===== config.mk =====
export PLATFORM = sky130hd
export DESIGN_NAME = lphi_ctrl
export DESIGN_NICKNAME = d
export VERILOG_FILES = /design/src/design/lphi_pkg.sv /design/src/design/lphi_ctrl.sv
export VERILOG_INCLUDE_DIRS = /design/src /design/src/design
export SDC_FILE = /design/constraint.sdc
export NUM_CORES = 1
export LEC_CHECK = 0
export ABC_CLOCK_PERIOD_IN_PS = 1550
export BUFFER_PORTS_ARGS = -buffer_cell sky130_fd_sc_hd__buf_2
export CAP_MARGIN = 20
export CORE_MARGIN = 10
export CORE_UTILIZATION = 31
export CTS_CLUSTER_SIZE = 10
export DETAILED_ROUTE_END_ITERATION = 12
export SLEW_MARGIN = 20
export SYNTH_ARGS = -nofsm -noshare
export SYNTH_HDL_FRONTEND = slang
export SYNTH_SLANG_ARGS = --single-unit

===== constraint.sdc =====
create_clock -name clock -period 1.55 [get_ports clock]
set_input_delay 0.0775 -clock clock [delete_from_list [all_inputs] [get_ports clock]]
set_output_delay 0.0775 -clock clock [all_outputs]
set_load 0.03 [all_outputs]

===== src/design/assert_macros.svh =====
// ----------------------------------------------------------------------------
// Assertion macros
// Shared concurrent assertion forms, clocked on clock and disabled in reset.
// ----------------------------------------------------------------------------
`ifndef ASSERT_MACROS_SVH
`define ASSERT_MACROS_SVH

// Same-cycle implication.
`define LPHI_ASSERT_IMPL(lbl, ante, cons, msg) \
   lbl: assert property (@(posedge clock) disable iff (reset) (ante) |-> (cons)) \
      else $error(msg);

// Next-cycle implication.
`define LPHI_ASSERT_NEXT(lbl, ante, cons, msg) \
   lbl: assert property (@(posedge clock) disable iff (reset) (ante) |=> (cons)) \
      else $error(msg);

`endif


===== src/design/lphi_pkg.sv =====
`timescale 1ns / 1ps
// ----------------------------------------------------------------------------
// lphi_pkg
// Types, codes and constants of the linear-probe hash index.
// ----------------------------------------------------------------------------
package lphi_pkg;

   localparam int TABLE_BITS_DEF = 10;
   localparam int KEY_W          = 64;
   localparam int VALUE_W        = 10;
   localparam int SLOT_BITS_W    = 4;
   localparam int CSR_DATA_W     = 64;
   localparam int CSR_IDX_W      = 1;
   localparam int MIN_SLOT_BITS  = 4;

   localparam logic [KEY_W-1:0]       RESERVED_KEY    = {KEY_W{1'b1}};
   localparam logic [KEY_W-1:0]       HASH_MULT_RESET = 64'h9E37_79B9_7F4A_7C15;
   localparam logic [SLOT_BITS_W-1:0] SLOT_BITS_RESET = 4'd10;

   // register indexes
   localparam logic [CSR_IDX_W-1:0] CSR_HASH_MULT = 1'b0;
   localparam logic [CSR_IDX_W-1:0] CSR_SLOT_BITS = 1'b1;

   typedef enum logic [1:0] {
      ACT_CLEAR  = 2'd0,
      ACT_INSERT = 2'd1,
      ACT_LOOKUP = 2'd2,
      ACT_NOP    = 2'd3
   } action_type;

   typedef enum logic [2:0] {
      ST_DONE      = 3'd0,
      ST_FOUND     = 3'd1,
      ST_NOT_FOUND = 3'd2,
      ST_DUPLICATE = 3'd3,
      ST_RESERVED  = 3'd4,
      ST_FULL      = 3'd5
   } status_type;

   // partial products of the 64 x 64 (mod 2^64) hash multiply
   typedef enum logic [1:0] {
      MUL_LL  = 2'd0,
      MUL_LH  = 2'd1,
      MUL_HL  = 2'd2,
      MUL_ACC = 2'd3
   } mul_phase_type;

   typedef enum logic [1:0] {
      VAL_ZERO  = 2'd0,
      VAL_COUNT = 2'd1,
      VAL_SLOT  = 2'd2
   } val_sel_type;

   typedef struct packed {
      action_type       action;
      logic [KEY_W-1:0] key;
   } req_type;

   typedef struct packed {
      status_type         status;
      logic [VALUE_W-1:0] value;
   } rsp_type;

   typedef struct packed {
      logic               used;
      logic [VALUE_W-1:0] value;
      logic [KEY_W-1:0]   key;
   } entry_type;

   // controller -> datapath
   typedef struct packed {
      logic          load;
      logic          cnt_clr;
      logic          sweep;
      logic          mul_en;
      mul_phase_type mul_phase;
      logic          set_home;
      logic          rd;
      logic          adv;
      logic          wr;
      logic          rsp_load;
      status_type    rsp_status;
      val_sel_type   rsp_val;
   } cmd_type;

   // datapath -> controller
   typedef struct packed {
      action_type action;
      logic       key_reserved;
      logic       slot_used;
      logic       key_match;
      logic       probe_last;
      logic       sweep_last;
      logic       full;
   } stat_type;

endpackage


===== src/design/lphi_ctrl.sv =====
`timescale 1ns / 1ps
// ----------------------------------------------------------------------------
// lphi_ctrl
// Sequencer: clear sweep, hash phases, probe loop and result issue.
// ----------------------------------------------------------------------------
`include "assert_macros.svh"

module lphi_ctrl (
   input  logic               clock,
   input  logic               reset,
   input  logic               start,
   output logic               busy,
   input  lphi_pkg::stat_type stat,
   output lphi_pkg::cmd_type  cmd
);

   typedef enum logic [3:0] {
      S_INIT,
      S_IDLE,
      S_DECODE,
      S_CLEAR,
      S_MUL0,
      S_MUL1,
      S_MUL2,
      S_MUL3,
      S_HOME,
      S_READ,
      S_CHECK
   } state_type;

   state_type state_ff, state_in;
   logic      busy_ff;

   always_comb begin
      state_in       = state_ff;
      cmd            = '0;
      cmd.rsp_status = lphi_pkg::ST_DONE;
      cmd.rsp_val    = lphi_pkg::VAL_ZERO;
      cmd.mul_phase  = lphi_pkg::MUL_LL;
      unique case (state_ff)
         S_INIT: begin
            cmd.sweep = 1'b1;
            if (stat.sweep_last) begin
               state_in = S_IDLE;
            end
         end
         S_IDLE: begin
            if (start) begin
               cmd.load = 1'b1;
               state_in = S_DECODE;
            end
         end
         S_DECODE: begin
            unique case (stat.action)
               lphi_pkg::ACT_CLEAR: begin
                  cmd.cnt_clr = 1'b1;
                  state_in    = S_CLEAR;
               end
               lphi_pkg::ACT_INSERT: begin
                  if (stat.key_reserved) begin
                     cmd.rsp_load   = 1'b1;
                     cmd.rsp_status = lphi_pkg::ST_RESERVED;
                     state_in       = S_IDLE;
                  end else begin
                     state_in = S_MUL0;
                  end
               end
               lphi_pkg::ACT_LOOKUP: begin
                  if (stat.key_reserved) begin
                     cmd.rsp_load   = 1'b1;
                     cmd.rsp_status = lphi_pkg::ST_NOT_FOUND;
                     state_in       = S_IDLE;
                  end else begin
                     state_in = S_MUL0;
                  end
               end
               default: begin
                  cmd.rsp_load = 1'b1;
                  state_in     = S_IDLE;
               end
            endcase
         end
         S_CLEAR: begin
            cmd.sweep = 1'b1;
            if (stat.sweep_last) begin
               cmd.rsp_load = 1'b1;
               state_in     = S_IDLE;
            end
         end
         S_MUL0: begin
            cmd.mul_en    = 1'b1;
            cmd.mul_phase = lphi_pkg::MUL_LL;
            state_in      = S_MUL1;
         end
         S_MUL1: begin
            cmd.mul_en    = 1'b1;
            cmd.mul_phase = lphi_pkg::MUL_LH;
            state_in      = S_MUL2;
         end
         S_MUL2: begin
            cmd.mul_en    = 1'b1;
            cmd.mul_phase = lphi_pkg::MUL_HL;
            state_in      = S_MUL3;
         end
         S_MUL3: begin
            cmd.mul_en    = 1'b1;
            cmd.mul_phase = lphi_pkg::MUL_ACC;
            state_in      = S_HOME;
         end
         S_HOME: begin
            cmd.set_home = 1'b1;
            state_in     = S_READ;
         end
         S_READ: begin
            cmd.rd   = 1'b1;
            state_in = S_CHECK;
         end
         S_CHECK: begin
            state_in = S_IDLE;
            priority if (!stat.slot_used) begin
               cmd.rsp_load = 1'b1;
               if (stat.action == lphi_pkg::ACT_INSERT) begin
                  if (stat.full) begin
                     cmd.rsp_status = lphi_pkg::ST_FULL;
                  end else begin
                     cmd.wr      = 1'b1;
                     cmd.rsp_val = lphi_pkg::VAL_COUNT;
                  end
               end else begin
                  cmd.rsp_status = lphi_pkg::ST_NOT_FOUND;
               end
            end else if (stat.key_match) begin
               cmd.rsp_load = 1'b1;
               if (stat.action == lphi_pkg::ACT_INSERT) begin
                  cmd.rsp_status = lphi_pkg::ST_DUPLICATE;
               end else begin
                  cmd.rsp_status = lphi_pkg::ST_FOUND;
                  cmd.rsp_val    = lphi_pkg::VAL_SLOT;
               end
            end else if (stat.probe_last) begin
               // every slot in use holds another key
               cmd.rsp_load = 1'b1;
               if (stat.action == lphi_pkg::ACT_INSERT) begin
                  cmd.rsp_status = lphi_pkg::ST_FULL;
               end else begin
                  cmd.rsp_status = lphi_pkg::ST_NOT_FOUND;
               end
            end else begin
               cmd.adv  = 1'b1;
               state_in = S_READ;
            end
         end
         default: state_in = S_IDLE;
      endcase
   end

   always_ff @(posedge clock) begin
      if (reset) begin
         state_ff <= S_INIT;
         busy_ff  <= 1'b1;
      end else begin
         state_ff <= state_in;
         busy_ff  <= (state_in != S_IDLE);
      end
   end

   assign busy = busy_ff;

   `LPHI_ASSERT_NEXT(a_accept_decode, start && !busy_ff, busy_ff && state_ff == S_DECODE, "accepted transfer not decoded")
   `LPHI_ASSERT_IMPL(a_sweep_busy, state_ff == S_INIT || state_ff == S_CLEAR, busy_ff && !cmd.load, "transfer taken during sweep")

endmodule


==> flow_summary.yaml <==
outcome:
  status: "finished, violations left"
  violations: "negative setup slack"
yosys:
  yosys.area.top_type: "dfxtp_1"
  syn_area_per_cell_sq_um: 7.87
  ys_ff_latch: 5
  syn_nets: 95
  synthTopCellsByArea: "dfxtp_1 16%, ha_1 10%, and2_1 5.0%"
  netlist_instances: 79
  ys.flop_type: "dfxtp_1"
  synth_edf_count: 0
  netlist_top_cells_count: "7 x nand2_1, 7 x nor2_1"
  netlist-cell-type-count: 33
  async_reset_ff_frac: 0
  yosys.area.top_type_share: 0.161
  synth_area_sq_um: 622
  ys_seq_area_frac: 0.161
  synth_warnings: 0
clock_network:
  cts_root_buf: "clkbuf_4"
  cts_tree: "yes"
  numCtsBuffers: 3
  clockBufferDepth: 2
  clock-sinks: 5
  clock_latency_ns: 0.24
  clk_pin_slew_ns: 0.04
  htreeDepth: 1
timing:
  worst_slew_pin_slew_ns: 0.335
  fin_crit_sh: 1.04
  hold_viol: 0
  tns_ns: -0.126
  finClkSkew_ns: 0.00246
  min_period_ns: 1.61
  fmax_mhz: 623
  setup_ws_ns: -0.0562
  slew_headroom: 0.776
  drv_slew: 0
  setup-violations-final: 3
  rsz0062_at_grt: "yes"
layout:
  drive_above_1_share: 0.538
  insertedDiodeCount: 0
  layout.cells.non_filler: 144
  utilization: 0.515
  nets: 134
  fin_area_sq_um: 1000
  area_growth_pct: 61.0
detailed_routing:
  route.met3.wl_um: 164
  wl_met2_um: 846
  final_antenna_net_count: 0
  drt-pass1-iter-count: 3
  routed_wl_um: 1830
  wl_met1_um: 808
  viasPerCell: 4.64
  top_layer: "met4"
  dr.first_iter.drc_count: 27
  drc: 0
  wire_per_inst_um: 12.7
  dr_total_vias: 668
min_path:
  holdCritPathClass: "in2reg"
  whs_path_depth: 2
worst_setup_path:
  cp_common_cell: "buf_6"
  slowest_delay_ns: 0.34
  cp.arrival_ns: 1.53
  path_cells: "buf_6 -> nor3b_4 -> nand2_2 -> nor4b_4 -> buf_6"
  worstSetupStartpointType: "flip-flop"
  critPathSlowestCell: "dfxtp_4"
  r2r.worst_path.cells: 4
  end_kind: "primary output"
  critPathRequiredTime_ns: 1.47
  cp_max_fo: 4
  timing_worst_setup_path_type: "reg2out"
pwr:
  intPower_mw: 0.335
  clkPwrFrac: 0.282
  netSwitchingPower_mw: 0.199
  vdd_drop_max_v: 0.000473
  p_leak_nw: 0.451
  switching_share: 0.373
  seqPwrFrac: 0.311
  p_comb_frac: 0.407
  power_density_nw_per_um2: 534
floorplan:
  row_count: 16
  die_x_um: 64.8
  core_sq_um: 1940
  ios: 28
  dieArea_sq_um: 4200
  fp.dieH_um: 64.8
  initial_core_util: 0.320
global_routing:
  grt_max_degree: 15
  track_usage: 0.0888
  grt_pass1_vias: 673
  gr-total-overflow: 0
  grt_pass1_wl_um: 3110
  antenna_found_initial: 0
placed_design:
  post-place-ws_ns: 0.0755
  dp_hpwl_um: 1400
  placed_area_sq_um: 852
  portBuffers: 27
  gp_congestion: 0.723
  dp.cells: 136
flow_run:
  max-cap-violations: 0
==> metrics by stage <==
step / power (mW) / hold WS [ns]
after CTS: 0.535 / 0.0477
after global placement: 0.370 / 0.307
after floorplan: 0.315 / 0.139
after detailed placement: 0.372 / 0.312
after global routing: 0.581 / 0.0512
final: 0.534 / 0.0604
==> cells in the final DEF (no fill, tap or decap), types with 2 or more instances in the layout <==
master / instances
nor2_1: 7
buf_2: 18
a211o_1: 2
buf_6: 7
a21oi_1: 5
inv_1: 3
nand2b_1: 2
nand2_2: 2
nor3_1: 4
nor4b_4: 2
nand2b_4: 2
dfxtp_4: 3
ha_1: 5
and2_1: 4
o21ai_0: 2
nand2_1: 5
nor2b_1: 3
clkbuf_4: 4
buf_4: 13
==> worst max-delay path: cells and delay by family (launching register included) <==
kind	cells	cell delay, ns
flops	1	0.34
simple gates	3	0.66
buf+inv	2	0.29
==> worst paths after layout <==
| kind | slack (ns) | start | to |
|---|---|---|---|
| max | -0.06 | state_ff[2] | cmd[6] |
| min | 0.06 | reset | state_ff[0] |
| max reg2reg | 0.10 | state_ff[2] | busy |
| min reg2reg | 0.63 | state_ff[3] | state_ff[0] |
==> what timing repair did <==
action / 4_1_cts / 5_1_grt
endpoints found under the hold margin: 0 / 0
pin swaps: 6 / 6
cloned: 0 / 0
buffers inserted: 4 / 0
gates resized for setup: 16 / 16
hold buffers: 0 / 0
endpoints found under the setup margin: 10 / 10
==> layout make-up <==
type,instances,area [sq um]
fill,198,941
timing repair buffer,39,274
inverter,3,11.3
sequential,5,113
multi-input combinational,66,543
clock buffer,4,26.3
tap,27,33.8
==> power by group through the flow <==
stage | Clock, mW | Sequential, mW | Combinational, mW
after global routing | 0.171 | 0.170 | 0.240
after floorplan | 0 | 0.162 | 0.153
after CTS | 0.159 | 0.165 | 0.211
final | 0.151 | 0.166 | 0.218
after detailed placement | 0 | 0.171 | 0.201
after global placement | 0 | 0.171 | 0.199
==> flip-flops by register name (all words and copies together), names as in the netlist <==
register / flops
state_ff: 4
busy: 1
==> cells by family after synthesis <==
logic type | count (synthesis) | synth area share
XOR/XNOR | 2 | 0.0282
adder cells (fa/ha/maj) | 5 | 0.101
multiplexers | 1 | 0.0161
flip-flops | 5 | 0.161
buffers and inverters | 8 | 0.0664
AO/OA/AOI/OAI | 17 | 0.193
AND/OR/NAND/NOR | 41 | 0.435
==> metal layers <==
| metal | track usage | vias to the layer above |
|---|---|---|
| li1 | - | 355 |
| met2 | 0.139 | 19 |
| met5 | 0 | - |
| met4 | 0.0321 | 0 |
| met1 | 0.100 | 292 |
| met3 | 0.0464 | 2 |
(Power assumes the default switching activity.)
